$ cat config.mk
export PLATFORM = sky130hd
export DESIGN_NAME = svdp_seq
export DESIGN_NICKNAME = d
export VERILOG_FILES = /design/src/svdp_pkg.sv /design/src/svdp_seq.sv
export SDC_FILE = /design/constraint.sdc
export NUM_CORES = 1
export LEC_CHECK = 0
export BUFFER_PORTS_ARGS = -buffer_cell sky130_fd_sc_hd__buf_2
export CAP_MARGIN = 15
export CORE_UTILIZATION = 35
export CTS_CLUSTER_DIAMETER = 120
export DETAILED_ROUTE_END_ITERATION = 8
export HOLD_SLACK_MARGIN = 0.02
export PLACE_DENSITY_LB_ADDON = 0.2
export SLEW_MARGIN = 0
export SYNTH_ARGS = -nofsm -noshare
export SYNTH_HDL_FRONTEND = slang
export SYNTH_SLANG_ARGS = --single-unit
$ cat constraint.sdc
create_clock -name clk -period 3.1 [get_ports clk]
set_input_delay 0.155 -clock clk [delete_from_list [all_inputs] [get_ports clk]]
set_output_delay 0.155 -clock clk [all_outputs]
set_load 0.05 [all_outputs]
$ cat src/svdp_pkg.sv
// shared constants, types and functions for the noisy van der pol stepper
// holds the control-store layout and the microprogram itself
// no dependencies
`default_nettype none

package svdp_pkg;

	// storage and number format
	localparam int MAX_STEPS = 1024;
	localparam int FRAC_BITS = 24;
	localparam int STEP_W = (MAX_STEPS > 1) ? $clog2(MAX_STEPS) : 1;

	// fixed field widths
	localparam int D_W = 32;
	localparam int CNT_W = 32;
	localparam int STEP_OUT_W = 10;
	localparam int ALPHA_W = 27;
	localparam int DT_W = 25;
	localparam int SIG_W = 31;
	localparam int LAST_W = 10;
	localparam int ADDR_W = 5;
	localparam int PDATA_W = 32;

	// datapath widths
	localparam int OP_W = D_W + 1;
	localparam int PROD_W = 2 * OP_W;
	localparam int FIX_W = PROD_W - FRAC_BITS;
	localparam int SQ_W = 2 * FRAC_BITS - 1;
	localparam int SUM_W = SQ_W + 1;
	localparam int CMP_W = (LAST_W > STEP_W) ? LAST_W : STEP_W;
	localparam int PC_W = 4;

	// saturation bounds
	localparam logic signed [D_W-1:0] DATA_MAX = {1'b0, {(D_W-1){1'b1}}};
	localparam logic signed [D_W-1:0] DATA_MIN = {1'b1, {(D_W-1){1'b0}}};
	localparam logic signed [D_W:0] SUM_MAX = {1'b0, DATA_MAX};
	localparam logic signed [D_W:0] SUM_MIN = {1'b1, DATA_MIN};
	localparam logic signed [FIX_W-1:0] FIX_MAX = {{(FIX_W-D_W){1'b0}}, DATA_MAX};
	localparam logic signed [FIX_W-1:0] FIX_MIN = {{(FIX_W-D_W){1'b1}}, DATA_MIN};

	// sink test bounds: half a unit, and half a unit squared
	localparam logic signed [OP_W-1:0] HALF_P = OP_W'(1) << (FRAC_BITS - 1);
	localparam logic signed [OP_W-1:0] HALF_N = -HALF_P;
	localparam logic [SUM_W-1:0] HIT_LIM = SUM_W'(1) << (2 * FRAC_BITS - 2);

	// register map
	localparam logic [ADDR_W-3:0] REG_SINK_OFFSET = 3'd0;
	localparam logic [ADDR_W-3:0] REG_TIME_STEP = 3'd1;
	localparam logic [ADDR_W-3:0] REG_ROOT_TIME_STEP = 3'd2;
	localparam logic [ADDR_W-3:0] REG_NOISE_STRENGTH = 3'd3;
	localparam logic [ADDR_W-3:0] REG_LAST_STEP = 3'd4;

	// register reset values
	localparam logic [ALPHA_W-1:0] RST_SINK_OFFSET = 27'd16777216;
	localparam logic [DT_W-1:0] RST_TIME_STEP = 25'd167772;
	localparam logic [DT_W-1:0] RST_ROOT_TIME_STEP = 25'd1677722;
	localparam logic [SIG_W-1:0] RST_NOISE_STRENGTH = 31'd0;
	localparam logic [LAST_W-1:0] RST_LAST_STEP = 10'd1023;

	typedef struct packed {
		logic [ALPHA_W-1:0] sink_offset;
		logic [DT_W-1:0]    time_step;
		logic [DT_W-1:0]    root_time_step;
		logic [SIG_W-1:0]   noise_strength;
		logic [LAST_W-1:0]  last_step;
	} cfg_t;

	// control word fields
	typedef enum logic [1:0] {
		SEQ_NEXT,
		SEQ_WAIT_IN,
		SEQ_WAIT_OUT,
		SEQ_JUMP
	} seq_t;

	typedef enum logic [2:0] {
		OPA_ZERO,
		OPA_X,
		OPA_Y,
		OPA_ALPHA,
		OPA_SIGMA,
		OPA_T0,
		OPA_T1,
		OPA_DX
	} opa_t;

	typedef enum logic [2:0] {
		OPB_ZERO,
		OPB_X,
		OPB_Y,
		OPB_ALPHA,
		OPB_DT,
		OPB_RDT,
		OPB_NOISE,
		OPB_DX
	} opb_t;

	typedef enum logic [3:0] {
		ALU_NONE,
		ALU_FIX_T0,
		ALU_FIX_T1,
		ALU_T0_SUB_FIX,
		ALU_FIX_SUB_Y,
		ALU_T0_ADD_FIX,
		ALU_UPDATE,
		ALU_DIST,
		ALU_SQ,
		ALU_HIT
	} alu_t;

	typedef struct packed {
		seq_t            seq;
		logic            mul;
		opa_t            opa;
		opb_t            opb;
		alu_t            alu;
		logic [PC_W-1:0] target;
	} cw_t;

	// sequencer to histogram and result register
	typedef struct packed {
		logic              fin;
		logic              oot;
		logic [STEP_W-1:0] idx;
	} res_ctl_t;

	// microprogram addresses
	localparam logic [PC_W-1:0] PC_IDLE = 4'd0;
	localparam logic [PC_W-1:0] PC_MUL_AA = 4'd1;
	localparam logic [PC_W-1:0] PC_MUL_XX = 4'd2;
	localparam logic [PC_W-1:0] PC_MUL_SX = 4'd3;
	localparam logic [PC_W-1:0] PC_MUL_TX = 4'd4;
	localparam logic [PC_W-1:0] PC_MUL_SR = 4'd5;
	localparam logic [PC_W-1:0] PC_MUL_DDT = 4'd6;
	localparam logic [PC_W-1:0] PC_MUL_SN = 4'd7;
	localparam logic [PC_W-1:0] PC_MUL_YDT = 4'd8;
	localparam logic [PC_W-1:0] PC_UPDATE = 4'd9;
	localparam logic [PC_W-1:0] PC_MUL_YY = 4'd10;
	localparam logic [PC_W-1:0] PC_MUL_DXDX = 4'd11;
	localparam logic [PC_W-1:0] PC_HIT = 4'd12;
	localparam logic [PC_W-1:0] PC_FIN = 4'd13;

	// control store; an alu operation that uses a product takes the one made in the step before
	function automatic cw_t ucode(input logic [PC_W-1:0] pc);
		cw_t w;
		w = '{seq: SEQ_NEXT, mul: 1'b0, opa: OPA_ZERO, opb: OPB_ZERO,
			alu: ALU_NONE, target: PC_IDLE};
		case (pc)
			PC_IDLE: begin
				w.seq = SEQ_WAIT_IN;
				w.target = PC_FIN;
			end
			PC_MUL_AA: begin
				w.mul = 1'b1; w.opa = OPA_ALPHA; w.opb = OPB_ALPHA;
			end
			PC_MUL_XX: begin
				w.alu = ALU_FIX_T0;
				w.mul = 1'b1; w.opa = OPA_X; w.opb = OPB_X;
			end
			PC_MUL_SX: begin
				w.alu = ALU_T0_SUB_FIX;
				w.mul = 1'b1; w.opa = OPA_SIGMA; w.opb = OPB_X;
			end
			PC_MUL_TX: begin
				w.alu = ALU_FIX_T1;
				w.mul = 1'b1; w.opa = OPA_T0; w.opb = OPB_X;
			end
			PC_MUL_SR: begin
				w.alu = ALU_FIX_SUB_Y;
				w.mul = 1'b1; w.opa = OPA_T1; w.opb = OPB_RDT;
			end
			PC_MUL_DDT: begin
				w.alu = ALU_FIX_T1;
				w.mul = 1'b1; w.opa = OPA_T0; w.opb = OPB_DT;
			end
			PC_MUL_SN: begin
				w.alu = ALU_FIX_T0;
				w.mul = 1'b1; w.opa = OPA_T1; w.opb = OPB_NOISE;
			end
			PC_MUL_YDT: begin
				w.alu = ALU_T0_ADD_FIX;
				w.mul = 1'b1; w.opa = OPA_Y; w.opb = OPB_DT;
			end
			PC_UPDATE: begin
				w.alu = ALU_UPDATE;
			end
			PC_MUL_YY: begin
				w.alu = ALU_DIST;
				w.mul = 1'b1; w.opa = OPA_Y; w.opb = OPB_Y;
			end
			PC_MUL_DXDX: begin
				w.alu = ALU_SQ;
				w.mul = 1'b1; w.opa = OPA_DX; w.opb = OPB_DX;
			end
			PC_HIT: begin
				w.alu = ALU_HIT;
			end
			PC_FIN: begin
				w.seq = SEQ_WAIT_OUT;
				w.target = PC_IDLE;
			end
			default: begin
				w.seq = SEQ_JUMP;
				w.target = PC_IDLE;
			end
		endcase
		return w;
	endfunction

	// saturate a sum of two data words
	function automatic logic signed [D_W-1:0] sat_sum(input logic signed [D_W:0] s);
		if (s > SUM_MAX) return DATA_MAX;
		if (s < SUM_MIN) return DATA_MIN;
		return s[D_W-1:0];
	endfunction

	// floor a product to the fraction point, then saturate
	function automatic logic signed [D_W-1:0] fix_prod(input logic signed [PROD_W-1:0] p);
		logic signed [FIX_W-1:0] s;
		s = p[PROD_W-1:FRAC_BITS];
		if (s > FIX_MAX) return DATA_MAX;
		if (s < FIX_MIN) return DATA_MIN;
		return s[D_W-1:0];
	endfunction

	// last step clamped to the histogram depth
	function automatic logic [STEP_W-1:0] eff_last(input logic [LAST_W-1:0] ls);
		logic [CMP_W-1:0] a;
		logic [CMP_W-1:0] b;
		a = CMP_W'(ls);
		b = CMP_W'(MAX_STEPS - 1);
		return (a > b) ? STEP_W'(b) : STEP_W'(a);
	endfunction

endpackage

`default_nettype wire

$ cat src/svdp_seq.sv
// microcode sequencer: step counter, control store lookup, trial bookkeeping
// depends on svdp_pkg
`default_nettype none

module svdp_seq (
	input  wire logic                          clk,
	input  wire logic                          arst_n,
	input  wire logic                          item_valid,
	output logic                               item_ready,
	input  wire logic                          start_trial,
	input  wire logic                          res_free,
	input  wire logic                          clr_done,
	input  wire logic [svdp_pkg::LAST_W-1:0]   last_step,
	output svdp_pkg::cw_t                      cw,
	output svdp_pkg::res_ctl_t                 rctl
);
	import svdp_pkg::*;

	logic [PC_W-1:0]   pc_q;
	logic [PC_W-1:0]   pc_next;
	logic              running_q;
	logic [STEP_W-1:0] cur_q;
	logic [STEP_W-1:0] idx_q;
	logic              oot_q;
	logic              accept;
	logic              oot_now;
	logic              fin;
	logic [STEP_W-1:0] lim;
	logic [STEP_W-1:0] cur;
	logic [STEP_W-1:0] idx;

	// control word for this step
	assign cw = ucode(pc_q);

	// handshake decode
	assign item_ready = (cw.seq == SEQ_WAIT_IN) && clr_done;
	assign accept = item_valid && item_ready;
	assign oot_now = !start_trial && !running_q;
	assign fin = (cw.seq == SEQ_WAIT_OUT) && res_free;

	// step index of the incoming request
	assign lim = eff_last(last_step);
	assign cur = start_trial ? '0 : cur_q;
	assign idx = (cur > lim) ? lim : cur;

	// next step address
	always_comb begin
		pc_next = pc_q + PC_W'(1);
		unique case (cw.seq)
			SEQ_NEXT: pc_next = pc_q + PC_W'(1);
			SEQ_WAIT_IN: begin
				if (!accept) pc_next = pc_q;
				else if (oot_now) pc_next = cw.target;
				else pc_next = pc_q + PC_W'(1);
			end
			SEQ_WAIT_OUT: pc_next = fin ? cw.target : pc_q;
			SEQ_JUMP: pc_next = cw.target;
			default: pc_next = PC_IDLE;
		endcase
	end

	// step counter and trial state
	always_ff @(posedge clk or negedge arst_n) begin
		if (!arst_n) begin
			pc_q <= PC_IDLE;
			running_q <= 1'b0;
			cur_q <= '0;
			idx_q <= '0;
			oot_q <= 1'b0;
		end else begin
			pc_q <= pc_next;
			if (accept) begin
				oot_q <= oot_now;
				idx_q <= idx;
				if (start_trial) running_q <= 1'b1;
			end
			if (fin && !oot_q) begin
				if (idx_q >= lim) begin
					running_q <= 1'b0;
					cur_q <= idx_q;
				end else begin
					cur_q <= idx_q + STEP_W'(1);
				end
			end
		end
	end

	assign rctl = '{fin: fin, oot: oot_q, idx: idx_q};

endmodule

`default_nettype wire

==> summary.md <==
| Metric | Value |
|---|---|
| RSZ-0062 raised after global routing | `no` |
| Levels on crit path | `8` |
| Critical path's top delay family | `compound AO/OA/AOI/OAI gates` |
| Asr flop ratio synth | `100.0%` |
| Synth top area cells | `dfrtp_1 (29%), ha_1 (14%), a221o_1 (4.9%)` |
| Final slew viol count | `0` |
| Worst reg2reg startpoint | `idx_q[0]` |
| Post-Place Setup Slack | `638.0 ps` |
| # IOs | `46` |
| Synth Area in XOR/XNOR | `1.177%` |
| Worst-path clk slew | `100 ps` |
| Most frequent cell after synthesis | `dfrtp_1` |
| Yosys warning total | `0` |
| Hold Violations, Final | `0` |
| Hold Buf Count CTS | `1` |
| Status | `finished clean` |
| TritonCTS clock tree | `yes` |
| Worst Tran Pin Value | `920.6 ps` |
| CP required | `3310 ps` |
| WP buf/inv | `1` |
| CORE AREA | `0.006026 mm^2` |
| Crit path max fanout | `14` |
| Worst path arrival time | `2710 ps` |
| Hold depth | `2` |
| CP max-delay cell | `or4_1` |
| Area after DPL | `0.002452 mm^2` |
| FMAX | `399.5 MHz` |
| Reg2reg end | `cur_q[8]` |
| Register area share after synthesis | `29.15%` |
| Area grow syn2layout | `12.78%` |
| First-pass GRT wire length | `9404 um` |
| RD Place Congestion | `0.8014` |
| Worst Setup Slack, final | `597.1 ps` |
| Fraction of the mapped netlist area in simple logic gates | `22.59%` |
| Grt total ovfl | `0` |
| Initial DRC Count | `128` |
| DIE WIDTH | `81.86 um` |
| Resize count post-CTS | `0` |
| Area of the multi-input gates | `0.001398 mm^2` |
| PD cells | `1093 mW/mm^2` |
| R2R setup slack | `600 ps` |
| Root buffer cell | `clkbuf_8` |
| Syn_nets | `310` |
| Final period util | `80.74%` |
| DR WL/cell | `15.39 um` |
| Routed Antenna Nets | `0` |
| # setup viols final | `0` |
| Synth Instances | `269` |
| Syn Area/Cell | `8.298 um^2` |
| Dominant cell type by area after synthesis | `dfrtp_1` |
| Max Cap Viol | `0` |
| Post-Synth Adder-Cell Area | `14.01%` |
| Number of global-route vias before repair | `1844` |
| Global Route met3 Usage | `3.556%` |
| Netlist Area Pre-Place | `0.002232 mm^2` |
| Worst path cell trace | `inv_1 > ha_1 > nand2b_1 > a211oi_1 > o22a_1 > o21bai_1 > or4_1 > a31oi_1` |
| Vias per cell | `5.429` |
| Yosys top cell area share | `29.15%` |
| Crit. End Element | `register` |
| Antenna diodes | `0` |
| Critical path endpoint | `cur_q[8]` |
| Setup Buffers After CTS | `0` |
| Crit path kind | `reg2reg` |
| Ys flop type | `dfrtp_1` |
| Max incr delay on CP | `590 ps` |
| Global routing usage on met2 | `28.18%` |
| Pin count of the biggest net entering global routing | `27` |
| Mux contribution to synthesized area | `1.850%` |
| Setup Skew | `3.030 ps` |
| Worst skew pair latency | `280 ps` |
| Synth top cells by count | `dfrtp_1 (26), ha_1 (25), inv_1 (22)` |
| CP Launch Type | `register` |
| CTS max path bufs | `2` |
| Relative slew slack | `38.50%` |
| Fraction of layout cells with a size suffix above 1 | `18.67%` |
| Fillcell total | `638` |
| Die H | `81.86 um` |
| Layout Cell Area excl Fill | `0.002517 mm^2` |
| Die area | `0.006701 mm^2` |
| Largest family of logic cells by synthesized area | `compound AO/OA/AOI/OAI gates` |
| Vias after detailed routing | `2036` |
| Initial core utilization | `37.04%` |
| #FFs+latches synth | `26` |
| HP Class | `in2reg` |
| Crit path launch | `idx_q[0]` |
| # nets final | `342` |
| GRT Total Usage | `18.31%` |
| Antenna violations before repair | `0` |
| Met1 GRT Util | `26.34%` |
| # clock sinks | `26` |
| Post-synthesis cell type count | `53` |
| Time the worst path needs with I/O delays and setup | `2503 ps` |
| Reg area | `650.6 um^2` |
| H-tree Lvls | `1` |
| Port Buffers | `44` |
| DRC violations left | `0` |
| R2R cell count | `8` |
| Synth Area in Compound Gates | `22.81%` |
| DP Wirelength | `4304 um` |
| Final WL | `5771 um` |
| Row count | `28` |
| TritonCTS buffer count | `3` |
| Busiest layer in global routing | `met2` |
| Detailed Routing Iterations Pass 1 | `4` |
| TNS Setup | `0 ps` |
| Post-synth EDFFs | `0` |
| Worst vdd ir | `913.6 uV` |
| Leakage power | `1.244 nW` |
-- stage by stage --
step / total power, mW / hold WS [ps] / util, % / std cells
after global routing: 2.954 / 106.1 / 41.78 / 375
after global placement: 2.512 / 214.4 / 40.70 / 370
final: 2.752 / 106.6 / 41.78 / 375
after detailed placement: 2.525 / 214.8 / 40.70 / 370
after CTS: 2.763 / 100.0 / 41.78 / 375
after floorplan: 2.150 / -140.6 / - / 269
-- state kept, by name, indices dropped and copies added (netlist names) --
register,flops
cur_q,10
idx_q,10
pc_q,4
oot_q,1
running_q,1
-- cells by family (layout without fill, tap and decap cells) --
| family | Yosys count | in the layout |
|---|---|---|
| XOR/XNOR | 3 | 3 |
| adder cells (fa/ha/maj) | 25 | 25 |
| other | 1 | 1 |
| AO/OA/AOI/OAI | 74 | 74 |
| flip-flops | 26 | 26 |
| AND/OR/NAND/NOR | 95 | 95 |
| buffers and inverters | 41 | 72 |
| multiplexers | 4 | 4 |
-- how the worst min path moves through the flow --
stage | from | endpoint | slack (ps)
CTS | res_free | pc_q[3] | 100
detailed placement | arst_n | cur_q[1] | 210
global route | res_free | pc_q[3] | 110
floorplan | arst_n | cur_q[0] | -140
global placement | arst_n | cur_q[1] | 210
finish | res_free | pc_q[3] | 110
-- cells in the final DEF (no fill, tap or decap), types with 2 or more instances in the layout --
cell type  count
a31oi_1        7
inv_1         22
o21ai_0        9
xnor2_1        2
or3_1          6
a21oi_1       18
nand2b_1       5
clkbuf_8       4
nor2_1        21
o22ai_1        9
dfrtp_1       26
nor3_1         4
nor2b_1        9
nand2_1       18
ha_1          25
nand4_1        2
buf_2         44
nand3_1        7
and2_1        12
nor4_1         2
a221o_1       11
mux2i_1        3
a211oi_1       3
o31ai_1        3
-- layout make-up --
cell class / instances / share of cell area, %
multi-input combinational: 202 / 55.52
sequential: 26 / 25.84
timing repair buffer: 46 / 9.443
tap: 75 / 3.728
inverter: 22 / 3.280
clock buffer: 4 / 2.187
-- worst reg2reg max path: cells and delay by family, from the launching register on --
| family | cells | cell delay, ps |
|---|---|---|
| buffers and inverters | 1 | 100 |
| adder cells (fa/ha/maj) | 1 | 290 |
| flip-flops | 1 | 410 |
| AND/OR/NAND/NOR | 2 | 730 |
| AO/OA/AOI/OAI | 4 | 900 |
-- layer usage --
metal | part of all wire (%) | wire length, um
met5 | 0 | 0
met4 | 0.47 | 27
met3 | 4.9 | 283
met2 | 46 | 2669
met1 | 48 | 2791
-- power by group --
group	switching [mW]	internal, mW
logic	1.32	0.557
registers	0.175	0.470
clock network	0.120	0.114
total	1.61	1.14
Note: power is estimated with default switching activity, not from simulation.
