### config.mk
export PLATFORM = sky130hd
export DESIGN_NAME = svdp_dp
export DESIGN_NICKNAME = d
export VERILOG_FILES = /design/src/svdp_pkg.sv /design/src/svdp_dp.sv
export SDC_FILE = /design/constraint.sdc
export NUM_CORES = 2
export LEC_CHECK = 0
export BUFFER_PORTS_ARGS = -buffer_cell sky130_fd_sc_hd__buf_2
export CAP_MARGIN = 5
export CORE_ASPECT_RATIO = 0.9
export CORE_MARGIN = 2
export CORE_UTILIZATION = 35
export CTS_BUF_LIST = sky130_fd_sc_hd__clkbuf_2
export DETAILED_ROUTE_END_ITERATION = 8
export SYNTH_ARGS = -nofsm -noshare
export SYNTH_HDL_FRONTEND = slang
export SYNTH_SLANG_ARGS = --single-unit
### constraint.sdc
create_clock -name clk -period 12.75 [get_ports clk]
set_clock_uncertainty 0.1 [all_clocks]
set_input_delay 1.275 -clock clk [delete_from_list [all_inputs] [get_ports clk]]
set_output_delay 1.275 -clock clk [all_outputs]
set_load 0.005 [all_outputs]
### src/svdp_pkg.sv
// shared constants, types and functions for the noisy van der pol stepper
// holds the control-store layout and the microprogram itself
// no dependencies
`default_nettype none

package svdp_pkg;

	// storage and number format
	localparam int MAX_STEPS = 1024;
	localparam int FRAC_BITS = 24;
	localparam int STEP_W = (MAX_STEPS > 1) ? $clog2(MAX_STEPS) : 1;

	// fixed field widths
	localparam int D_W = 32;
	localparam int CNT_W = 32;
	localparam int STEP_OUT_W = 10;
	localparam int ALPHA_W = 27;
	localparam int DT_W = 25;
	localparam int SIG_W = 31;
	localparam int LAST_W = 10;
	localparam int ADDR_W = 5;
	localparam int PDATA_W = 32;

	// datapath widths
	localparam int OP_W = D_W + 1;
	localparam int PROD_W = 2 * OP_W;
	localparam int FIX_W = PROD_W - FRAC_BITS;
	localparam int SQ_W = 2 * FRAC_BITS - 1;
	localparam int SUM_W = SQ_W + 1;
	localparam int CMP_W = (LAST_W > STEP_W) ? LAST_W : STEP_W;
	localparam int PC_W = 4;

	// saturation bounds
	localparam logic signed [D_W-1:0] DATA_MAX = {1'b0, {(D_W-1){1'b1}}};
	localparam logic signed [D_W-1:0] DATA_MIN = {1'b1, {(D_W-1){1'b0}}};
	localparam logic signed [D_W:0] SUM_MAX = {1'b0, DATA_MAX};
	localparam logic signed [D_W:0] SUM_MIN = {1'b1, DATA_MIN};
	localparam logic signed [FIX_W-1:0] FIX_MAX = {{(FIX_W-D_W){1'b0}}, DATA_MAX};
	localparam logic signed [FIX_W-1:0] FIX_MIN = {{(FIX_W-D_W){1'b1}}, DATA_MIN};

	// sink test bounds: half a unit, and half a unit squared
	localparam logic signed [OP_W-1:0] HALF_P = OP_W'(1) << (FRAC_BITS - 1);
	localparam logic signed [OP_W-1:0] HALF_N = -HALF_P;
	localparam logic [SUM_W-1:0] HIT_LIM = SUM_W'(1) << (2 * FRAC_BITS - 2);

	// register map
	localparam logic [ADDR_W-3:0] REG_SINK_OFFSET = 3'd0;
	localparam logic [ADDR_W-3:0] REG_TIME_STEP = 3'd1;
	localparam logic [ADDR_W-3:0] REG_ROOT_TIME_STEP = 3'd2;
	localparam logic [ADDR_W-3:0] REG_NOISE_STRENGTH = 3'd3;
	localparam logic [ADDR_W-3:0] REG_LAST_STEP = 3'd4;

	// register reset values
	localparam logic [ALPHA_W-1:0] RST_SINK_OFFSET = 27'd16777216;
	localparam logic [DT_W-1:0] RST_TIME_STEP = 25'd167772;
	localparam logic [DT_W-1:0] RST_ROOT_TIME_STEP = 25'd1677722;
	localparam logic [SIG_W-1:0] RST_NOISE_STRENGTH = 31'd0;
	localparam logic [LAST_W-1:0] RST_LAST_STEP = 10'd1023;

	typedef struct packed {
		logic [ALPHA_W-1:0] sink_offset;
		logic [DT_W-1:0]    time_step;
		logic [DT_W-1:0]    root_time_step;
		logic [SIG_W-1:0]   noise_strength;
		logic [LAST_W-1:0]  last_step;
	} cfg_t;

	// control word fields
	typedef enum logic [1:0] {
		SEQ_NEXT,
		SEQ_WAIT_IN,
		SEQ_WAIT_OUT,
		SEQ_JUMP
	} seq_t;

	typedef enum logic [2:0] {
		OPA_ZERO,
		OPA_X,
		OPA_Y,
		OPA_ALPHA,
		OPA_SIGMA,
		OPA_T0,
		OPA_T1,
		OPA_DX
	} opa_t;

	typedef enum logic [2:0] {
		OPB_ZERO,
		OPB_X,
		OPB_Y,
		OPB_ALPHA,
		OPB_DT,
		OPB_RDT,
		OPB_NOISE,
		OPB_DX
	} opb_t;

	typedef enum logic [3:0] {
		ALU_NONE,
		ALU_FIX_T0,
		ALU_FIX_T1,
		ALU_T0_SUB_FIX,
		ALU_FIX_SUB_Y,
		ALU_T0_ADD_FIX,
		ALU_UPDATE,
		ALU_DIST,
		ALU_SQ,
		ALU_HIT
	} alu_t;

	typedef struct packed {
		seq_t            seq;
		logic            mul;
		opa_t            opa;
		opb_t            opb;
		alu_t            alu;
		logic [PC_W-1:0] target;
	} cw_t;

	// sequencer to histogram and result register
	typedef struct packed {
		logic              fin;
		logic              oot;
		logic [STEP_W-1:0] idx;
	} res_ctl_t;

	// microprogram addresses
	localparam logic [PC_W-1:0] PC_IDLE = 4'd0;
	localparam logic [PC_W-1:0] PC_MUL_AA = 4'd1;
	localparam logic [PC_W-1:0] PC_MUL_XX = 4'd2;
	localparam logic [PC_W-1:0] PC_MUL_SX = 4'd3;
	localparam logic [PC_W-1:0] PC_MUL_TX = 4'd4;
	localparam logic [PC_W-1:0] PC_MUL_SR = 4'd5;
	localparam logic [PC_W-1:0] PC_MUL_DDT = 4'd6;
	localparam logic [PC_W-1:0] PC_MUL_SN = 4'd7;
	localparam logic [PC_W-1:0] PC_MUL_YDT = 4'd8;
	localparam logic [PC_W-1:0] PC_UPDATE = 4'd9;
	localparam logic [PC_W-1:0] PC_MUL_YY = 4'd10;
	localparam logic [PC_W-1:0] PC_MUL_DXDX = 4'd11;
	localparam logic [PC_W-1:0] PC_HIT = 4'd12;
	localparam logic [PC_W-1:0] PC_FIN = 4'd13;

	// control store; an alu operation that uses a product takes the one made in the step before
	function automatic cw_t ucode(input logic [PC_W-1:0] pc);
		cw_t w;
		w = '{seq: SEQ_NEXT, mul: 1'b0, opa: OPA_ZERO, opb: OPB_ZERO,
			alu: ALU_NONE, target: PC_IDLE};
		case (pc)
			PC_IDLE: begin
				w.seq = SEQ_WAIT_IN;
				w.target = PC_FIN;
			end
			PC_MUL_AA: begin
				w.mul = 1'b1; w.opa = OPA_ALPHA; w.opb = OPB_ALPHA;
			end
			PC_MUL_XX: begin
				w.alu = ALU_FIX_T0;
				w.mul = 1'b1; w.opa = OPA_X; w.opb = OPB_X;
			end
			PC_MUL_SX: begin
				w.alu = ALU_T0_SUB_FIX;
				w.mul = 1'b1; w.opa = OPA_SIGMA; w.opb = OPB_X;
			end
			PC_MUL_TX: begin
				w.alu = ALU_FIX_T1;
				w.mul = 1'b1; w.opa = OPA_T0; w.opb = OPB_X;
			end
			PC_MUL_SR: begin
				w.alu = ALU_FIX_SUB_Y;
				w.mul = 1'b1; w.opa = OPA_T1; w.opb = OPB_RDT;
			end
			PC_MUL_DDT: begin
				w.alu = ALU_FIX_T1;
				w.mul = 1'b1; w.opa = OPA_T0; w.opb = OPB_DT;
			end
			PC_MUL_SN: begin
				w.alu = ALU_FIX_T0;
				w.mul = 1'b1; w.opa = OPA_T1; w.opb = OPB_NOISE;
			end
			PC_MUL_YDT: begin
				w.alu = ALU_T0_ADD_FIX;
				w.mul = 1'b1; w.opa = OPA_Y; w.opb = OPB_DT;
			end
			PC_UPDATE: begin
				w.alu = ALU_UPDATE;
			end
			PC_MUL_YY: begin
				w.alu = ALU_DIST;
				w.mul = 1'b1; w.opa = OPA_Y; w.opb = OPB_Y;
			end
			PC_MUL_DXDX: begin
				w.alu = ALU_SQ;
				w.mul = 1'b1; w.opa = OPA_DX; w.opb = OPB_DX;
			end
			PC_HIT: begin
				w.alu = ALU_HIT;
			end
			PC_FIN: begin
				w.seq = SEQ_WAIT_OUT;
				w.target = PC_IDLE;
			end
			default: begin
				w.seq = SEQ_JUMP;
				w.target = PC_IDLE;
			end
		endcase
		return w;
	endfunction

	// saturate a sum of two data words
	function automatic logic signed [D_W-1:0] sat_sum(input logic signed [D_W:0] s);
		if (s > SUM_MAX) return DATA_MAX;
		if (s < SUM_MIN) return DATA_MIN;
		return s[D_W-1:0];
	endfunction

	// floor a product to the fraction point, then saturate
	function automatic logic signed [D_W-1:0] fix_prod(input logic signed [PROD_W-1:0] p);
		logic signed [FIX_W-1:0] s;
		s = p[PROD_W-1:FRAC_BITS];
		if (s > FIX_MAX) return DATA_MAX;
		if (s < FIX_MIN) return DATA_MIN;
		return s[D_W-1:0];
	endfunction

	// last step clamped to the histogram depth
	function automatic logic [STEP_W-1:0] eff_last(input logic [LAST_W-1:0] ls);
		logic [CMP_W-1:0] a;
		logic [CMP_W-1:0] b;
		a = CMP_W'(ls);
		b = CMP_W'(MAX_STEPS - 1);
		return (a > b) ? STEP_W'(b) : STEP_W'(a);
	endfunction

endpackage

`default_nettype wire

### src/svdp_dp.sv
// datapath: shared multiplier, floor and saturate unit, state and temporaries
// depends on svdp_pkg; driven by control words from svdp_seq
`default_nettype none

module svdp_dp (
	input  wire logic                         clk,
	input  wire logic                         arst_n,
	input  wire svdp_pkg::cw_t                cw,
	input  wire svdp_pkg::cfg_t               cfg,
	input  wire logic                         load,
	input  wire logic                         start_trial,
	input  wire logic signed [svdp_pkg::D_W-1:0] initial_pos,
	input  wire logic signed [svdp_pkg::D_W-1:0] noise_sample,
	output logic signed [svdp_pkg::D_W-1:0]   pos,
	output logic signed [svdp_pkg::D_W-1:0]   vel,
	output logic                              hit
);
	import svdp_pkg::*;

	logic signed [D_W-1:0]    x_q;
	logic signed [D_W-1:0]    y_q;
	logic signed [D_W-1:0]    t0_q;
	logic signed [D_W-1:0]    t1_q;
	logic signed [D_W-1:0]    noise_q;
	logic signed [PROD_W-1:0] p_q;
	logic signed [OP_W-1:0]   dx_q;
	logic                     rng_q;
	logic [SQ_W-1:0]          sq_q;
	logic                     hit_q;

	logic signed [OP_W-1:0]   opa;
	logic signed [OP_W-1:0]   opb;
	logic signed [D_W-1:0]    fix;
	logic signed [OP_W-1:0]   xe;
	logic signed [OP_W-1:0]   ye;
	logic signed [OP_W-1:0]   ae;
	logic signed [OP_W-1:0]   dx;
	logic                     rng;
	logic [SUM_W-1:0]         dsq;

	// operand select
	always_comb begin
		case (cw.opa)
			OPA_X: opa = {x_q[D_W-1], x_q};
			OPA_Y: opa = {y_q[D_W-1], y_q};
			OPA_ALPHA: opa = OP_W'(cfg.sink_offset);
			OPA_SIGMA: opa = OP_W'(cfg.noise_strength);
			OPA_T0: opa = {t0_q[D_W-1], t0_q};
			OPA_T1: opa = {t1_q[D_W-1], t1_q};
			OPA_DX: opa = dx_q;
			default: opa = '0;
		endcase
		case (cw.opb)
			OPB_X: opb = {x_q[D_W-1], x_q};
			OPB_Y: opb = {y_q[D_W-1], y_q};
			OPB_ALPHA: opb = OP_W'(cfg.sink_offset);
			OPB_DT: opb = OP_W'(cfg.time_step);
			OPB_RDT: opb = OP_W'(cfg.root_time_step);
			OPB_NOISE: opb = {noise_q[D_W-1], noise_q};
			OPB_DX: opb = dx_q;
			default: opb = '0;
		endcase
	end

	// previous product floored and saturated
	assign fix = fix_prod(p_q);

	// offset from the nearer sink and the window check
	assign xe = {x_q[D_W-1], x_q};
	assign ye = {y_q[D_W-1], y_q};
	assign ae = OP_W'(cfg.sink_offset);
	assign dx = x_q[D_W-1] ? (xe + ae) : (xe - ae);
	assign rng = (dx >= HALF_N) && (dx <= HALF_P) && (ye >= HALF_N) && (ye <= HALF_P);

	// squared distance, exact
	assign dsq = {1'b0, sq_q} + {1'b0, p_q[SQ_W-1:0]};

	// position and velocity
	always_ff @(posedge clk or negedge arst_n) begin
		if (!arst_n) begin
			x_q <= '0;
			y_q <= '0;
		end else if (load && start_trial) begin
			x_q <= initial_pos;
			y_q <= '0;
		end else if (cw.alu == ALU_UPDATE) begin
			x_q <= sat_sum({x_q[D_W-1], x_q} + {fix[D_W-1], fix});
			y_q <= sat_sum({y_q[D_W-1], y_q} + {t0_q[D_W-1], t0_q});
		end
	end

	// multiplier, temporaries and sink test
	always_ff @(posedge clk) begin
		if (load) noise_q <= noise_sample;
		if (cw.mul) p_q <= opa * opb;
		case (cw.alu)
			ALU_FIX_T0: t0_q <= fix;
			ALU_FIX_T1: t1_q <= fix;
			ALU_T0_SUB_FIX: t0_q <= sat_sum({t0_q[D_W-1], t0_q} - {fix[D_W-1], fix});
			ALU_FIX_SUB_Y: t0_q <= sat_sum({fix[D_W-1], fix} - {y_q[D_W-1], y_q});
			ALU_T0_ADD_FIX: t0_q <= sat_sum({t0_q[D_W-1], t0_q} + {fix[D_W-1], fix});
			ALU_DIST: begin
				dx_q <= dx;
				rng_q <= rng;
			end
			ALU_SQ: sq_q <= p_q[SQ_W-1:0];
			ALU_HIT: hit_q <= rng_q && (dsq <= HIT_LIM);
			default: ;
		endcase
	end

	assign pos = x_q;
	assign vel = y_q;
	assign hit = hit_q;

endmodule

`default_nettype wire

==> reports/metrics.yaml <==
outcome:
  run_status: "finished, final reports clean"
cells_and_area:
  drive_gt1_share_pct: 10.1
  nFillCells: 19400
  finalNetCount: 9613
  multi_input_comb_area_um2: 51600
  register_area_um2: 8930
  area_delta_synth_final_pct: 10.0
grt:
  initial_antenna_violation_count: 29
  wire_length_of_the_first_global_routing_pass_um: 405000
  grt_max_degree: 65
  gr-total-overflow: 0
  grt_util_all_layers_pct: 28.5
  via_count_of_the_first_global_routing_pass: 59600
clock_network:
  clock-root-buffer: "sky130_fd_sc_hd__clkbuf_2"
  cts_hold_buffers: 76
  clkSlewWorstSetupHoldPaths_ns: 0.11
  clockBufferDepth: 3
  post_cts.resized_instances: 0
  clock_sink_count: 308
  cts.htree.levels: 3
  post-cts-setup-buffers: 0
  cts_made_buffers: 91
  clock_tree_from_tritoncts: "built"
  clock_insertion_delay_worst_skew_ns: 1.62
timing:
  setup_tns_ns: 0
  hold_viol: 0
  drv_slew: 0
  finalWorstPathRequiredPeriod_ns: 11.40
  timing.fmax_ghz: 0.0877
  period_share_pct: 89.4
  setup-violations-final: 0
  setup_repair_after_global_routing_missed_its_margin: "no"
  timing.max_slew.rel_slack_pct: 3.74
  fin_hold_ws_ns: 0.236
  tightestPinTransition_ns: 1.40
logic_synthesis:
  synth_warnings: 0
  synthesis.nets: 9353
  postSynthCellCount: 7542
  netlist-cell-type-count: 94
  syn_area_per_cell_um2: 8.85
  number_of_synthesized_flops_with_an_enable_pin: 244
  fraction_of_synthesis_flops_using_an_asynchronous_set_or_reset_pin_pct: 20.8
  number_of_storage_elements_in_the_synthesis_netlist: 308
  main_flop_type_after_synthesis: "sky130_fd_sc_hd__edfxtp_1"
  seq_area_frac_synth_pct: 13.4
  syn-cell-area_um2: 66800
detailed_routing:
  met2_wire_length_um: 117000
  wirelength_met1_um: 113000
  final_antenna_net_count: 0
  wire_per_inst_um: 26.7
  vias: 59200
  sum_of_met3_wire_segment_lengths_after_detailed_routing_um: 29000
  final_wirelength_um: 278000
  initialDrtViolationCount: 6368
  top_signal_layer_used: "met5"
  drcViolationCount: 0
  drt_first_pass_iters: 6
  vias_per_cell: 5.67
worst_setup_path:
  timing.critical_path.max_delay_family: "adder cells"
  max_stage_delay_ns: 0.86
  timing.setup.critical_path_class: "register to register"
  worst_setup_path_end_kind: "register"
  cp-start-kind: "register"
  critPathMostFrequentCell: "sky130_fd_sc_hd__fa_1"
  worst_endpoint_required_time_ns: 14.01
  cpMaxStageDelayCell: "sky130_fd_sc_hd__nor2_2"
  critical_path.max_fanout: 17
  worst_ep_arrival_time_ns: 12.66
  crit_buf_inv: 7
placed_design:
  globalplace.congestion: 1.02
  buffer_ports.inserted: 251
  place_hpwl_um: 226000
floorplan:
  starting_density_of_the_core_pct: 35.1
  floorplan.io_pins: 268
  placement_row_count: 152
  fp.dieH_um: 418
  fp.coreArea_um2: 190000
  die_outline_area_um2: 194000
  die_width_um: 464
job:
  cap_viol_max_count: 0
worst_hold_path:
  min-delay-path-class: "input pin to register"
-- cell type report --
class	instances	area share, %
antenna	21	0.0716
timing repair buffer	528	4.87
tap	2541	4.33
inverter	1392	7.11
sequential	308	12.2
clock buffer	127	0.865
clock inverter	41	0.315
multi-input combinational	5481	70.3
-- cells in the mapped netlist, types with 26 or more instances --
cell                       count  area share (%)
sky130_fd_sc_hd__a211oi_1     50            0.56
sky130_fd_sc_hd__a21o_1      134             1.5
sky130_fd_sc_hd__a21oi_1     361             2.7
sky130_fd_sc_hd__a221o_1      41            0.61
sky130_fd_sc_hd__a221oi_1     41            0.54
sky130_fd_sc_hd__a22o_1       38            0.50
sky130_fd_sc_hd__a22oi_1      56            0.63
sky130_fd_sc_hd__a31oi_1      44            0.41
sky130_fd_sc_hd__a32oi_1      27            0.35
sky130_fd_sc_hd__and2_1       55            0.52
sky130_fd_sc_hd__and3_1       54            0.51
sky130_fd_sc_hd__clkbuf_1    334             1.9
sky130_fd_sc_hd__dfrtp_1      64             2.4
sky130_fd_sc_hd__edfxtp_1    244              11
sky130_fd_sc_hd__fa_1       1152              35
sky130_fd_sc_hd__ha_1        456             8.5
sky130_fd_sc_hd__inv_1      1388             7.8
sky130_fd_sc_hd__mux2_2       64             1.1
sky130_fd_sc_hd__mux2i_1      48            0.72
sky130_fd_sc_hd__mux4_2       26            0.88
sky130_fd_sc_hd__nand2_1     887             5.0
sky130_fd_sc_hd__nand2b_1     62            0.58
sky130_fd_sc_hd__nand3_1      82            0.61
sky130_fd_sc_hd__nand4_1      42            0.39
sky130_fd_sc_hd__nor2_1      681             3.8
sky130_fd_sc_hd__nor2b_1      68            0.64
sky130_fd_sc_hd__nor3_1       64            0.48
sky130_fd_sc_hd__o211ai_1     32            0.36
sky130_fd_sc_hd__o21a_1       39            0.44
sky130_fd_sc_hd__o21ai_0     199             1.5
sky130_fd_sc_hd__o21bai_1     57            0.64
sky130_fd_sc_hd__o22ai_1      39            0.37
sky130_fd_sc_hd__o31ai_1      29            0.33
sky130_fd_sc_hd__or3_1        41            0.38
sky130_fd_sc_hd__xnor2_1     135             1.8
sky130_fd_sc_hd__xor2_1       86             1.1
-- final timing paths --
check | cells after the start | slack, ns | end | startpoint
max in group asynchronous | 3 | 11.58 | vel[14] | arst_n
hold reg to reg | 0 | 0.35 | sq_q[18] | p_q[18]
setup reg to reg | 30 | 1.35 | p_q[65] | dx_q[15]
min in group asynchronous | 3 | 0.31 | pos[15] | arst_n
setup / recovery | 30 | 1.35 | p_q[65] | dx_q[15]
hold / removal | 2 | 0.24 | noise_q[16] | load
-- state kept, by name (all words and copies together) (netlist names) --
register and cells:
t1_q 32, t0_q 32, dx_q 33, rng_q 1, pos 32, noise_q 32, p_q 66, vel 32
sq_q 47, hit 1
-- stage by stage --
stage	setup slack (ns)	instances	area (um^2)	util, %
after global placement	0.427	10200	71800	37.7
after CTS	1.68	10400	73400	38.6
final	1.35	10400	73400	38.6
after floorplan	1.49	7542	66800	-
after detailed placement	0.341	10200	71800	37.7
after global routing	0.940	10400	73400	38.6
-- per-layer routing --
metal  vias up  track usage, %
li1      25200               -
met1     30100            37.8
met2      3187            41.7
met3       753            7.54
met4        12            17.1
met5         -               0
-- worst reg2reg max path, delay by kind of cell (launching register included) --
family	cells	cell delay, ns
fa+ha+maj	9	4.17
compound gates	7	2.61
simple gates	6	2.02
buf+inv	7	1.01
flops	1	0.84
mux	1	0.52
-- cells in the final DEF (no fill, tap or decap), drive strengths merged, types with 62 or more instances in the layout --
| master | instances |
|---|---|
| a21o | 134 |
| a21oi | 362 |
| buf | 452 |
| clkbuf | 127 |
| dfrtp | 64 |
| dlygate4sd3 | 76 |
| edfxtp | 244 |
| fa | 1152 |
| ha | 456 |
| inv | 1394 |
| mux2 | 64 |
| nand2 | 887 |
| nand2b | 62 |
| nand3 | 82 |
| nor2 | 682 |
| nor2b | 69 |
| nor3 | 65 |
| o21ai | 215 |
| xnor2 | 135 |
| xor2 | 86 |
-- cell families after synthesis --
| group | Yosys count | synth area share, % |
|---|---|---|
| xor+xnor | 221 | 2.90 |
| simple gates | 2124 | 13.9 |
| fa+ha+maj | 1609 | 43.1 |
| flops | 308 | 13.4 |
| compound gates | 1389 | 14.1 |
| buf+inv | 1753 | 9.90 |
| mux | 138 | 2.68 |
Power is left out: the tool's default activity adds up to more than one toggle a clock period on the data nets, which glitch-free logic cannot reach.
